==> src/hw/rtl/kvlp_pkg.sv <==
// ----------------------------------------------------------------------------
// kvlp_pkg
// shared types, field widths and codes of the key/value line parser
// ----------------------------------------------------------------------------
package kvlp_pkg;

   localparam int LINE_W     = 24;
   localparam int COL_W      = 16;
   localparam int RSP_LINE_W = 24;
   localparam int RSP_COL_W  = 16;
   localparam int CR_W       = 16;
   localparam int FIFO_DEPTH = 4;
   localparam int FIFO_AW    = $clog2(FIFO_DEPTH);

   localparam logic [7:0] CHAR_LF     = 8'd10;
   localparam logic [7:0] CHAR_CR     = 8'd13;
   localparam logic [7:0] CHAR_HASH   = 8'h23;
   localparam logic [7:0] CHAR_EQUAL  = 8'h3d;
   localparam logic [7:0] CHAR_SQUOTE = 8'h27;
   localparam logic [7:0] CHAR_DQUOTE = 8'h22;

   typedef enum logic [2:0] {
      KIND_KEY   = 3'd0,
      KIND_VALUE = 3'd1,
      KIND_CRRUN = 3'd2,
      KIND_ENTRY = 3'd3,
      KIND_ERROR = 3'd4
   } kind_type;

   typedef enum logic [2:0] {
      MODE_LINE_START,
      MODE_COMMENT,
      MODE_KEY,
      MODE_VALUE_START,
      MODE_PLAIN,
      MODE_QUOTED
   } mode_type;

   typedef struct packed {
      kind_type                kind;
      logic [7:0]              out_byte;
      logic [CR_W-1:0]         cr_run;
      logic [RSP_LINE_W-1:0]   line_number;
      logic [RSP_COL_W-1:0]    column;
      logic                    last;
   } result_type;

   typedef struct packed {
      logic [1:0] count;
      result_type r0;
      result_type r1;
   } push_type;

endpackage

==> src/hw/rtl/key_value_line_parser.sv <==
// ----------------------------------------------------------------------------
// key_value_line_parser
// streaming parser for key=value text lines
// ----------------------------------------------------------------------------
// text enters on the req_ channel, one byte per transaction; req_tlast marks
// end of input and closes the current line, its byte being ignored.
// each byte is parsed in the cycle it is accepted and its zero, one or two
// results land in a four-entry result queue; the results are registered
// there and offered on the rsp_ channel once the results ahead are taken.
// rsp_tuser carries the kind, rsp_tlast marks the last result of one byte.
// throughput: one byte per cycle while each byte yields at most one result
// and the receiver takes every result; a byte yielding two results takes
// two transfers of the rsp_ port, and a stalled receiver also limits rate.
// req_tready is high while the queue has room for two results, so a stalled
// receiver fills the queue and then holds off the sender without loss.
// reset clears the parser state and empties the queue; after a syntax error
// the block reports it once and then accepts and drops all bytes until reset.
// ----------------------------------------------------------------------------
module key_value_line_parser
   import kvlp_pkg::*;
(
   input  logic        clock,
   input  logic        reset,
   input  logic        req_tvalid,
   output logic        req_tready,
   input  logic [7:0]  req_tdata,   // text_byte
   input  logic        req_tlast,   // end_of_input
   output logic        rsp_tvalid,
   input  logic        rsp_tready,
   output logic [63:0] rsp_tdata,   // out_byte, cr_run, line_number, column
   output logic [2:0]  rsp_tuser,   // kind
   output logic        rsp_tlast    // last_of_run
);

   push_type   push;
   result_type rsp;
   logic       accept;

   assign accept = req_tvalid && req_tready;

   kvlp_core u_core (
      .clock        (clock),
      .reset        (reset),
      .accept       (accept),
      .text_byte    (req_tdata),
      .end_of_input (req_tlast),
      .push         (push)
   );

   kvlp_rsp_fifo u_fifo (
      .clock     (clock),
      .reset     (reset),
      .push      (push),
      .space     (req_tready),
      .rsp_valid (rsp_tvalid),
      .rsp_ready (rsp_tready),
      .rsp_data  (rsp)
   );

   assign rsp_tdata = {rsp.column, rsp.line_number, rsp.cr_run, rsp.out_byte};
   assign rsp_tuser = rsp.kind;
   assign rsp_tlast = rsp.last;

endmodule

==> src/hw/rtl/kvlp_core.sv <==
// ----------------------------------------------------------------------------
// kvlp_core
// parser state and combinational step logic, up to two results per byte
// ----------------------------------------------------------------------------
module kvlp_core
   import kvlp_pkg::*;
(
   input  logic       clock,
   input  logic       reset,
   input  logic       accept,
   input  logic [7:0] text_byte,
   input  logic       end_of_input,
   output push_type   push
);

   mode_type              mode_ff, mode_in;
   logic [7:0]            held_ff, held_in;
   logic                  held_valid_ff, held_valid_in;
   logic [7:0]            quote_ff, quote_in;
   logic [CR_W-1:0]       pend_ff, pend_in;
   logic [LINE_W-1:0]     line_ff, line_in;
   logic [COL_W-1:0]      col_ff, col_in;
   logic [COL_W-1:0]      first_cr_ff, first_cr_in;
   logic                  halted_ff, halted_in;

   logic [LINE_W-1:0]     lnum;
   logic [COL_W-1:0]      col_inc;
   logic [COL_W-1:0]      past_end;
   result_type            r0, r1;
   logic [1:0]            cnt;

   function automatic logic is_alpha(input logic [7:0] b);
      return (b >= 8'h41 && b <= 8'h5a) || (b >= 8'h61 && b <= 8'h7a);
   endfunction

   function automatic logic is_alnum(input logic [7:0] b);
      return is_alpha(b) || (b >= 8'h30 && b <= 8'h39);
   endfunction

   function automatic result_type mk(input kind_type k, input logic [7:0] b,
                                     input logic [CR_W-1:0] run,
                                     input logic [COL_W-1:0] col,
                                     input logic [LINE_W-1:0] ln);
      result_type r;
      r.kind        = k;
      r.out_byte    = b;
      r.cr_run      = run;
      r.line_number = RSP_LINE_W'(ln);
      r.column      = RSP_COL_W'(col);
      r.last        = 1'b0;
      return r;
   endfunction

   assign lnum     = (line_ff == {LINE_W{1'b1}}) ? line_ff : line_ff + 1'b1;
   assign col_inc  = (col_ff == {COL_W{1'b1}}) ? col_ff : col_ff + 1'b1;
   assign past_end = (pend_ff != '0) ? first_cr_ff : col_inc;

   always_comb begin
      mode_in       = mode_ff;
      held_in       = held_ff;
      held_valid_in = held_valid_ff;
      quote_in      = quote_ff;
      pend_in       = pend_ff;
      line_in       = line_ff;
      col_in        = col_ff;
      first_cr_in   = first_cr_ff;
      halted_in     = halted_ff;
      r0            = mk(KIND_KEY, 8'd0, '0, '0, lnum);
      r1            = r0;
      cnt           = 2'd0;
      if (accept && !halted_ff) begin
         if (end_of_input || text_byte == CHAR_LF) begin
            unique case (mode_ff)
               MODE_KEY: begin
                  r0 = mk(KIND_ERROR, 8'd0, '0, past_end, lnum);
                  cnt = 2'd1;
                  halted_in = 1'b1;
               end
               MODE_VALUE_START: begin
                  r0 = mk(KIND_ENTRY, 8'd0, '0, '0, lnum);
                  cnt = 2'd1;
               end
               MODE_PLAIN: begin
                  if (held_valid_ff) begin
                     r0 = mk(KIND_VALUE, held_ff, '0, '0, lnum);
                     r1 = mk(KIND_ENTRY, 8'd0, '0, '0, lnum);
                     cnt = 2'd2;
                  end else begin
                     r0 = mk(KIND_ENTRY, 8'd0, '0, '0, lnum);
                     cnt = 2'd1;
                  end
               end
               MODE_QUOTED: begin
                  if (held_valid_ff && held_ff == quote_ff) begin
                     r0 = mk(KIND_ENTRY, 8'd0, '0, '0, lnum);
                  end else begin
                     r0 = mk(KIND_ERROR, 8'd0, '0, past_end, lnum);
                     halted_in = 1'b1;
                  end
                  cnt = 2'd1;
               end
               default: begin
               end
            endcase
            mode_in       = MODE_LINE_START;
            held_in       = 8'd0;
            held_valid_in = 1'b0;
            pend_in       = '0;
            col_in        = '0;
            first_cr_in   = '0;
            line_in       = lnum;
         end else begin
            col_in = col_inc;
            if (mode_ff == MODE_COMMENT) begin
            end else if (text_byte == CHAR_CR) begin
               if (pend_ff == '0) first_cr_in = col_inc;
               if (pend_ff != {CR_W{1'b1}}) pend_in = pend_ff + 1'b1;
            end else if (pend_ff != '0 && mode_ff != MODE_QUOTED) begin
               r0 = mk(KIND_ERROR, 8'd0, '0, first_cr_ff, lnum);
               cnt = 2'd1;
               halted_in = 1'b1;
            end else begin
               unique case (mode_ff)
                  MODE_LINE_START: begin
                     if (text_byte == CHAR_HASH) begin
                        mode_in = MODE_COMMENT;
                     end else if (is_alpha(text_byte)) begin
                        held_in = text_byte;
                        held_valid_in = 1'b1;
                        mode_in = MODE_KEY;
                     end else begin
                        r0 = mk(KIND_ERROR, 8'd0, '0, col_inc, lnum);
                        cnt = 2'd1;
                        halted_in = 1'b1;
                     end
                  end
                  MODE_KEY: begin
                     if (text_byte == CHAR_EQUAL || is_alnum(text_byte)) begin
                        if (held_valid_ff) begin
                           r0 = mk(KIND_KEY, held_ff, '0, '0, lnum);
                           cnt = 2'd1;
                        end
                        if (text_byte == CHAR_EQUAL) begin
                           held_valid_in = 1'b0;
                           mode_in = MODE_VALUE_START;
                        end else begin
                           held_in = text_byte;
                           held_valid_in = 1'b1;
                        end
                     end else begin
                        r0 = mk(KIND_ERROR, 8'd0, '0, col_inc, lnum);
                        cnt = 2'd1;
                        halted_in = 1'b1;
                     end
                  end
                  MODE_VALUE_START: begin
                     if (text_byte == CHAR_SQUOTE || text_byte == CHAR_DQUOTE) begin
                        quote_in = text_byte;
                        held_valid_in = 1'b0;
                        mode_in = MODE_QUOTED;
                     end else if (is_alnum(text_byte)) begin
                        held_in = text_byte;
                        held_valid_in = 1'b1;
                        mode_in = MODE_PLAIN;
                     end else begin
                        r0 = mk(KIND_ERROR, 8'd0, '0, col_inc, lnum);
                        cnt = 2'd1;
                        halted_in = 1'b1;
                     end
                  end
                  MODE_PLAIN: begin
                     if (is_alnum(text_byte)) begin
                        if (held_valid_ff) begin
                           r0 = mk(KIND_VALUE, held_ff, '0, '0, lnum);
                           cnt = 2'd1;
                        end
                        held_in = text_byte;
                        held_valid_in = 1'b1;
                     end else begin
                        r0 = mk(KIND_ERROR, 8'd0, '0, col_inc, lnum);
                        cnt = 2'd1;
                        halted_in = 1'b1;
                     end
                  end
                  MODE_QUOTED: begin
                     if (held_valid_ff && pend_ff != '0) begin
                        r0 = mk(KIND_VALUE, held_ff, '0, '0, lnum);
                        r1 = mk(KIND_CRRUN, 8'd0, pend_ff, '0, lnum);
                        cnt = 2'd2;
                     end else if (held_valid_ff) begin
                        r0 = mk(KIND_VALUE, held_ff, '0, '0, lnum);
                        cnt = 2'd1;
                     end else if (pend_ff != '0) begin
                        r0 = mk(KIND_CRRUN, 8'd0, pend_ff, '0, lnum);
                        cnt = 2'd1;
                     end
                     pend_in = '0;
                     first_cr_in = '0;
                     held_in = text_byte;
                     held_valid_in = 1'b1;
                  end
                  default: begin
                  end
               endcase
            end
         end
      end
      if (cnt == 2'd1) r0.last = 1'b1;
      if (cnt == 2'd2) r1.last = 1'b1;
      push.count = cnt;
      push.r0    = r0;
      push.r1    = r1;
   end

   always_ff @(posedge clock) begin
      if (reset) begin
         mode_ff       <= MODE_LINE_START;
         held_ff       <= 8'd0;
         held_valid_ff <= 1'b0;
         quote_ff      <= 8'd0;
         pend_ff       <= '0;
         line_ff       <= '0;
         col_ff        <= '0;
         first_cr_ff   <= '0;
         halted_ff     <= 1'b0;
      end else begin
         mode_ff       <= mode_in;
         held_ff       <= held_in;
         held_valid_ff <= held_valid_in;
         quote_ff      <= quote_in;
         pend_ff       <= pend_in;
         line_ff       <= line_in;
         col_ff        <= col_in;
         first_cr_ff   <= first_cr_in;
         halted_ff     <= halted_in;
      end
   end

`ifndef ASSERT_OFF
   a_halt_silent: assert property (@(posedge clock) disable iff (reset)
      halted_ff |-> push.count == 2'd0)
      else $error("result produced while halted");
   a_error_halts: assert property (@(posedge clock) disable iff (reset)
      (push.count != 2'd0 && push.r0.kind == KIND_ERROR) |=> halted_ff)
      else $error("syntax error did not halt the parser");
   a_pair_last: assert property (@(posedge clock) disable iff (reset)
      push.count == 2'd2 |-> (!push.r0.last && push.r1.last))
      else $error("last flag misplaced on result pair");
`endif

endmodule

==> src/hw/rtl/kvlp_rsp_fifo.sv <==
// ----------------------------------------------------------------------------
// kvlp_rsp_fifo
// small result queue, two writes and one read per cycle
// ----------------------------------------------------------------------------
module kvlp_rsp_fifo
   import kvlp_pkg::*;
(
   input  logic       clock,
   input  logic       reset,
   input  push_type   push,
   output logic       space,
   output logic       rsp_valid,
   input  logic       rsp_ready,
   output result_type rsp_data
);

   result_type           mem [FIFO_DEPTH];
   logic [FIFO_AW-1:0]   wr_ff, wr_in;
   logic [FIFO_AW-1:0]   rd_ff, rd_in;
   logic [FIFO_AW:0]     count_ff, count_in;
   logic                 pop;
   logic [FIFO_AW-1:0]   wr_next;

   assign space     = count_ff <= (FIFO_AW+1)'(FIFO_DEPTH - 2);
   assign rsp_valid = count_ff != '0;
   assign rsp_data  = mem[rd_ff];
   assign pop       = rsp_valid && rsp_ready;
   assign wr_next   = wr_ff + 1'b1;

   always_comb begin
      wr_in    = wr_ff + FIFO_AW'(push.count);
      rd_in    = pop ? rd_ff + 1'b1 : rd_ff;
      count_in = count_ff + (FIFO_AW+1)'(push.count) - (FIFO_AW+1)'(pop);
   end

   always_ff @(posedge clock) begin
      if (push.count != 2'd0) mem[wr_ff] <= push.r0;
      if (push.count == 2'd2) mem[wr_next] <= push.r1;
   end

   always_ff @(posedge clock) begin
      if (reset) begin
         wr_ff    <= '0;
         rd_ff    <= '0;
         count_ff <= '0;
      end else begin
         wr_ff    <= wr_in;
         rd_ff    <= rd_in;
         count_ff <= count_in;
      end
   end

`ifndef ASSERT_OFF
   a_no_overflow: assert property (@(posedge clock) disable iff (reset)
      count_ff <= (FIFO_AW+1)'(FIFO_DEPTH))
      else $error("result queue overflow");
   a_push_needs_space: assert property (@(posedge clock) disable iff (reset)
      push.count != 2'd0 |-> space)
      else $error("results pushed without room");
`endif

endmodule

==> config.mk <==
export PLATFORM = sky130hd
export DESIGN_NAME = key_value_line_parser
export DESIGN_NICKNAME = d
export VERILOG_FILES = /design/src/hw/rtl/kvlp_pkg.sv /design/src/hw/rtl/key_value_line_parser.sv /design/src/hw/rtl/kvlp_core.sv /design/src/hw/rtl/kvlp_rsp_fifo.sv
export SDC_FILE = /design/constraint.sdc
export NUM_CORES = 1
export LEC_CHECK = 0
export BUFFER_PORTS_ARGS = -buffer_cell sky130_fd_sc_hd__buf_2
export CORE_AREA = 2 2 216 218
export CTS_BUF_LIST = sky130_fd_sc_hd__clkbuf_4 sky130_fd_sc_hd__clkbuf_8
export DETAILED_ROUTE_END_ITERATION = 6
export DIE_AREA = 0 0 218 220
export PLACE_DENSITY_LB_ADDON = 0.15
export SYNTH_ARGS = -nofsm -noshare
export SYNTH_HDL_FRONTEND = slang
export SYNTH_SLANG_ARGS = --single-unit
==> constraint.sdc <==
create_clock -name clock -period 4.1 [get_ports clock]
set_input_delay 0.41 -clock clock [delete_from_list [all_inputs] [get_ports clock]]
set_output_delay 0.41 -clock clock [all_outputs]
set_load 0.01 [all_outputs]
==> results of run 1 <==
[placed cells by master, fill, tap and decap left out, types with 33 or more instances in the layout]
master and n:
sky130_fd_sc_hd__a22oi_1 33, sky130_fd_sc_hd__dfxtp_1 200, sky130_fd_sc_hd__nand2_1 65, sky130_fd_sc_hd__mux4_2 68, sky130_fd_sc_hd__nor2_1 246, sky130_fd_sc_hd__xnor2_1 43
sky130_fd_sc_hd__clkbuf_8 80, sky130_fd_sc_hd__a22o_1 84, sky130_fd_sc_hd__buf_2 82, sky130_fd_sc_hd__buf_4 46, sky130_fd_sc_hd__edfxtp_1 172, sky130_fd_sc_hd__nor2b_1 53
[synthesized netlist by cell type, drive strengths merged (27+ instances only)]
master,n,area [um^2]
nor2,249,942
nand3,30,150
a21oi,34,204
dfxtp,202,4040
nor2b,53,332
nand2,66,255
xor2,27,236
edfxtp,172,5160
buf,49,293
o21ai,37,215
xnor2,43,377
a22oi,34,260
clkbuf,49,184
mux4,68,1530
a22o,84,736
and3,32,200
[sequential cells by signal (all words and copies together) (netlist names), 8 cells and up, named ones only]
register	count
u_fifo.mem	272
u_core.line_ff	24
u_core.col_ff	16
u_core.first_cr_ff	16
u_core.pend_ff	16
u_core.held_ff	8
u_core.quote_ff	8
[metrics by stage]
stage	setup slack, ns	instances
global route	0.175	2286
floorplan	0.190	1522
finish	0.387	2287
CTS	0.386	2285
detailed placement	0.408	2163
global placement	0.503	2163
[area by class of cell]
class                      instances  area share (%)
sequential                       374            45.7
antenna                            2          0.0248
clock buffer                     104            6.35
tap                              607            3.76
multi-input combinational       1024            38.8
inverter                          26           0.496
timing repair buffer             132            4.14
clock inverter                    18           0.688
[critical path, delay by kind of cell, from the launching register on]
kind | cells | cell delay, ns
buffers and inverters | 2 | 0.28
DFF | 1 | 0.32
xor gates and xnor gates | 2 | 0.35
and+or+nand+nor | 5 | 0.80
adders and majority gates | 4 | 1.08
AOI/OAI and AO/OA | 2 | 0.71
[worst paths after layout]
check,startpoint,endpoint,cells after the start
max,u_core.pend_ff[0]$_SDFFE_PP0P_,u_fifo.count_ff[2]$_SDFF_PP0_,15
min,req_tdata[3],u_core.held_ff[3]$_SDFFE_PP0P_,2
max reg2reg,u_core.pend_ff[0]$_SDFFE_PP0P_,u_fifo.count_ff[2]$_SDFF_PP0_,15
min reg2reg,u_fifo.mem[3][64]$_SDFFE_PP0N_,u_fifo.mem[3][64]$_SDFFE_PP0N_,1
[power breakdown]
part           total (mW)  internal (mW)  switching (mW)  leakage (nW)
clock                3.67           2.12            1.56         0.748
combinational        1.60          0.676           0.921          3.03
sequential           4.21           4.02           0.183          3.52
[routing by layer]
| metal | wire length, um | part of all wire (%) | GRT usage (%) | up-vias |
|---|---|---|---|---|
| met5 | 85 | 0.18 | 0 | - |
| met4 | 1190 | 2.5 | 7.21 | 12 |
| met3 | 2390 | 5.1 | 4.33 | 76 |
| met2 | 22500 | 48 | 33.3 | 278 |
| met1 | 20600 | 44 | 25.5 | 6150 |
| li1 | - | - | - | 5904 |
[cells by family after synthesis]
kind of cell	synth area share [%]
xor+xnor	3.49
buf+inv	3.28
simple gates	15.7
compound gates	13.2
mux	11.1
fa+ha+maj	0.897
flops	52.4
==> results.txt, run 1 <==
- In the routed layout, each cell is associated on average with a via count of 5.43.
- In this run the tightest slew margin relative to its limit is 29.1%.
- Among the stages of the critical path, the cell type that occurs most often is sky130_fd_sc_hd__ha_1.
- The share of the Yosys chip area taken by registers is 52.4%.
* Count of clock tree sinks: 374
- CP Data Arrival Time: 4.17 ns
- Summed over all layers, the global routing overflow is 0.
* Instance area after placement: 18700 um^2
- Utilization after layout: 44.0%
- Ordered cell list for the critical path: inv_1 -> ha_1 -> nor4b_2 -> and4_1 -> inv_4 -> ha_1 -> nor3_1 -> a2111oi_4 -> o211a_4 -> nor2_1 -> ha_1 -> fa_1 -> xor2_1 -> xnor2_1 -> nor2_1
- Post-CTS repair changed the size of 0 cells.
- Via count of the first global-routing pass: 12800
- Via count of the routed design: 12400
- The total area inside the core boundary comes to 45900 um^2.
* Synth Register Bits: 374
* Number of hold-slack violations in the final timing report: 0
- Number of nets produced by synthesis: 1547
- Registers take 9220 um^2.
- The congestion estimate from routability-driven global placement came to 0.875.
- Post-synthesis to final-layout area growth: 14.7%
* Layout cell share with drive strength beyond 1: 23.0%
- Post-CTS timing repair inserted 0 buffers for setup.
* Count of input and output buffers: 82
* Count of filler cells inserted in the layout: 4365
- Worst Tran Pin Value: 1.06 ns
* Post-synthesis cell count: 1522
- Final slew viol count: 0
- Worst EP required: 4.56 ns
- Global-route wire length before repair: 74.1 mm
* Area of the die: 48000 um^2
- The worst setup path is of the reg2reg kind.
- The H-tree was split into 3 levels.
- Fmax: 0.269 GHz
* Final setup violation count: 0
- The worst path in the final design needs a cycle of 3.71 ns, including I/O delays and setup.
- Post-route fraction of the period consumed by the critical path: 90.6%
* Initial core utilization: 38.3%
- The routed design has 46.8 mm of wire.
- Residual DRC count: 0
- The most used flip-flop cell after synthesis is sky130_fd_sc_hd__dfxtp_1.
- The largest individual stage delay along the critical path comes from the cell sky130_fd_sc_hd__and4_1.
* RSZ-0062 raised after global routing: false
* Total negative slack: 0 ns
- Summing all multi-input logic gate instances after layout gives 7840 um^2.
- The flow ran to the end, and the final reports show no timing, DRC or antenna violations.
- The worst register-to-register path has a setup slack of 0.39 ns.
- GRT Resource Usage Total: 19.9%
* Mean post-synth cell area: 11.6 um^2
* Cell Pwr Density: 470 nW/um^2
- In this run the remaining antenna-violating nets after routing total 0.
* Num rows: 79
- Once detailed placement completed, the half-perimeter wirelength came to 30.8 mm.
* Maximum number of pins on one net before global-route repair: 50
- Worst-path fanout max: 10
* Die Ht: 220 um
* Clock latency at the later pin of the worst-skew pair: 0.63 ns
- Number of distinct standard cells referenced by the synthesized netlist: 101
- The tightest hold path in the finished design has a slack of 0.157 ns.
- After clock tree synthesis, the clock-pin slew on the worst setup and hold paths is 0.06 ns.
* Average wire length per cell after detail routing: 20.5 um
- Hold repair after CTS inserted 0 buffers.
- Worst hold-check path type: in2reg
- Number of warnings issued by yosys: 0
- In this run the cell area of the synthesized design comes to 17600 um^2.
- Drt first-iter violations: 769
* Number of antenna violations at the first check in global routing: 8
* Max-cap check violation count: 0
* Post-route cell area: 20200 um^2
- The synthesized design contains 172 enable-type register cells.
- For this design the static power due to leakage is 7.29 nW.
- Pin placement for this block handled 83 I/O pins.
* Clock skew: 0.0443 ns
* Overall Power: 9.47 mW
- Delay contributed by the slowest stage of the critical path: 0.42 ns
- TritonCTS built the clock tree.
- The first detailed-routing pass took 5 iterations.
- The longest clock path from root to sink contains 3 buffers.
- The worst setup path is launched from a flop.
* Root buffer cell: sky130_fd_sc_hd__clkbuf_8
* Nets: 1652
* Largest vdd supply drop: 0.248 mV
* Fraction of registers with async set or reset after synthesis: 0%
- The worst setup path is captured at a flop.
- Counting the buffers created by CTS gives 69.
- Width of the chip: 218 um
Power figures use the tool's default switching activity.
==> run 2, diff against run 1 <==
CORE_AREA = 2 2 269 271   (was 2 2 216 218)
DIE_AREA = 0 0 271 273   (was 0 0 218 220)
==> results.txt, run 2 (synthesis gave the netlist of run 1 again) <==
* Via count of the first global-routing pass: 13200 (+3.4%)
- Final critical delay including setup and external delays: 3.75 ns (+0.0399 ns)
* Largest registers: u_fifo.mem (272), u_core.line_ff (24)
* Count of buffer and inverter cells on the critical path: 2 (unchanged)
- RD Place Congestion: 0.793 (-9.4%)
- Final slew viol count: 0 (unchanged)
* Final hold slack: 0.148 ns (-0.00939 ns)
* Via-to-Cell Ratio: 4.75 (-13%)
* Worst EP required: 4.59 ns (+0.03 ns)
- The worst hold path belongs to the class in2reg.
- Residual DRC count: 0 (unchanged)
* Count of buffers added by post-CTS timing repair for setup: 0 (unchanged)
* Root buffer cell: sky130_fd_sc_hd__clkbuf_8
* Largest vdd supply drop: 0.153 mV (-38%)
- Number of hold-slack violations in the final timing report: 0 (unchanged)
- Critical-path cell with the highest stage delay: sky130_fd_sc_hd__and4_1
* Width of the chip: 271 um (+24%)
- The initial core utilization is 24.8% (-14 points).
- The latest clock arrival within the worst-skew pair is 0.65 ns (+0.02 ns).
* Area of the die: 74000 um^2 (+54%)
- The final setup violation count came to 0 (unchanged).
* Detailed Place HPWL: 35.4 mm (+15%)
* DRT Pass-1 Iters: 5 (unchanged)
- The top achievable clock speed is 0.266 GHz (-1.1%).
* Post-cts resize count: 0 (unchanged)
* GRT Residual Overflow: 0 (unchanged)
- By instance count, the cell type seen most on the critical path is sky130_fd_sc_hd__ha_1.
* Post-route fraction of the period consumed by the critical path: 91.5% (+0.97 points)
* Maximum number of pins on one net before global-route repair: 44 (-12%)
- Commonest cells after routing, fill and taps aside: 246 x sky130_fd_sc_hd__nor2_1, 200 x sky130_fd_sc_hd__dfxtp_1, 172 x sky130_fd_sc_hd__edfxtp_1
- CP Data Arrival Time: 4.24 ns (+0.07 ns)
- The clock tree skew after final layout is 0.0380 ns (-0.00634 ns).
* Count of filler cells inserted in the layout: 7324 (+68%)
- Number of buffers on the longest clock path: 3 (unchanged)
- CTS clk-pin slew, worst paths: 0.06 ns (about the same)
- Result of the run: finished, final reports clean
* Remaining number of nets flagged by the antenna check after routing: 0 (unchanged)
- Worst setup path class: reg2reg
- The vertical die dimension is 273 um (+24%).
- Drt first-iter violations: 804 (+4.6%)
- The wire length of the first global-routing pass came to 81.7 mm (+10%).
- The headroom to the max-slew limit came to 29.0% (-0.13 points).
- The static leakage power is 7.43 nW (+1.9%).
- Number of antenna violations at the first check in global routing: 11 (+3)
- Setup repair after global routing left no endpoint under its margin.
- Most frequent standard cell in the layout excluding fill and tap cells: sky130_fd_sc_hd__nor2_1
- The cell family contributing the most delay on the critical path is adder cells.
- GRT Resource Usage Total: 14.4% (-5.5 points)
- The average wire per cell in the routed design is 20.0 um (-2.2%).
- Worst-path fanout max: 10 (unchanged)
* Total negative slack: 0 ns (unchanged)
- H-Tree Depth: 3 (unchanged)
- Pre-CTS worst setup slack: 0.385 ns (-0.0231 ns)
* Ordered cell list for the critical path: inv_1 -> ha_1 -> nor4b_2 -> and4_1 -> inv_4 -> ha_1 -> nor3_1 -> a2111oi_4 -> o211a_4 -> nor2_1 -> ha_1 -> fa_1 -> xor2_1 -> xnor2_1 -> nor2_1
- The total placed cells including tap cells is 2518 (+16%).
- The delay contributed by the slowest stage of the critical path is 0.47 ns (+0.05 ns).
- Layout cell share with drive strength beyond 1: 24.4% (+1.3 points)
- Num rows: 98 (+24%)
* Count of clock tree sinks: 374 (unchanged)
* Critical path launch point type: flop
- TritonCTS built the clock tree.
- The slew at the pin closest to its max-slew limit was 1.06 ns (+0.00194 ns).
- The number of primary I/O pins was 83 (unchanged).
- Number of buffers inserted during clock tree synthesis: 74 (+7.2%)
- Count of input and output buffers: 82 (unchanged)
- The number of flip-flops under the largest register name is 272 (unchanged).
- Overall routed net length: 53.0 mm (+13%)
* Kind of end point of the critical path: flop
- Worst Slack Setup Final: 0.347 ns (-0.0399 ns)
- u_fifo.mem holds more flip-flops than any other register.
* Post-synthesis to final-layout area growth: 18.3%
* Via count of the routed design: 12600 (+1.3%)
- The area of the core region was 71000 um^2 (+55%).
- Overall Power: 9.72 mW (+2.6%)
- The cell area power density was 467 nW/um^2 (-0.55%).
- The number of standard cells in the final layout excluding fillers is 2650 (+16%).
* Nets: 1669 (+1.0%)
- The number of maximum-capacitance violations came to 0 (unchanged).
- The count of hold-fix buffers inserted at cts was 0 (unchanged).
-- run 2: changes by cell type in the layout (fill, tap and decap cells not counted), sizes merged --
cell      change
clkbuf       +15
buf          +12
clkinv        -7
bufinv        -2
diode         +2
clkinvlp      -1
inv           +1
-- run 2: where the power goes --
part	switching, mW	internal [mW]
clock	1.63	2.20
sequential	0.197	4.02
combinational	0.967	0.700
-- run 2: path summary, 6_finish.rpt --
| kind | from | end | slack [ns] | cells after the start |
|---|---|---|---|---|
| setup / recovery | u_core.pend_ff[0]$_SDFFE_PP0P_ | u_fifo.count_ff[2]$_SDFF_PP0_ | 0.35 | 15 |
| hold / removal | req_tdata[3] | u_core.held_ff[3]$_SDFFE_PP0P_ | 0.15 | 2 |
| setup reg to reg | u_core.pend_ff[0]$_SDFFE_PP0P_ | u_fifo.count_ff[2]$_SDFF_PP0_ | 0.35 | 15 |
| hold reg to reg | u_fifo.mem[3][67]$_SDFFE_PP0N_ | u_fifo.mem[3][67]$_SDFFE_PP0N_ | 0.46 | 1 |
-- run 2: worst reg2reg max path, cell delays in order (launching register included) --
cell and delay [ns]:
sky130_fd_sc_hd__dfxtp_1 0.32, sky130_fd_sc_hd__inv_1 0.16, sky130_fd_sc_hd__ha_1 0.18, sky130_fd_sc_hd__nor4b_2 0.17
sky130_fd_sc_hd__and4_1 0.47, sky130_fd_sc_hd__inv_4 0.13, sky130_fd_sc_hd__ha_1 0.30, sky130_fd_sc_hd__nor3_1 0.06
sky130_fd_sc_hd__a2111oi_4 0.40, sky130_fd_sc_hd__o211a_4 0.29, sky130_fd_sc_hd__nor2_1 0.10, sky130_fd_sc_hd__ha_1 0.21
sky130_fd_sc_hd__fa_1 0.37, sky130_fd_sc_hd__xor2_1 0.21, sky130_fd_sc_hd__xnor2_1 0.14, sky130_fd_sc_hd__nor2_1 0.06
-- run 2: final cells by class --
| type | instances | area (um^2) | share of cell area (%) |
|---|---|---|---|
| sequential | 374 | 9220 | 44.3 |
| multi-input combinational | 1024 | 7850 | 37.7 |
| clock buffer | 119 | 1430 | 6.88 |
| tap | 950 | 1190 | 5.71 |
| timing repair buffer | 144 | 951 | 4.57 |
| inverter | 26 | 100 | 0.481 |
| clock inverter | 9 | 62.6 | 0.301 |
| antenna | 4 | 10.0 | 0.0481 |
-- run 2: layer usage --
metal  vias up  wire length, um  track usage [%]
met2       234            25400             24.1
met5         -               74                0
met4        12             1390             4.73
met1      6299            23800             18.2
li1       5936                -                -
met3        97             2410             3.62
-- run 2: through the flow --
step                      cell area (um^2)  util, %
after floorplan                      17600        -
after global placement               19300     27.2
after detailed placement             19300     27.2
after CTS                            20800     29.3
after global routing                 20800     29.3
final                                20800     29.3
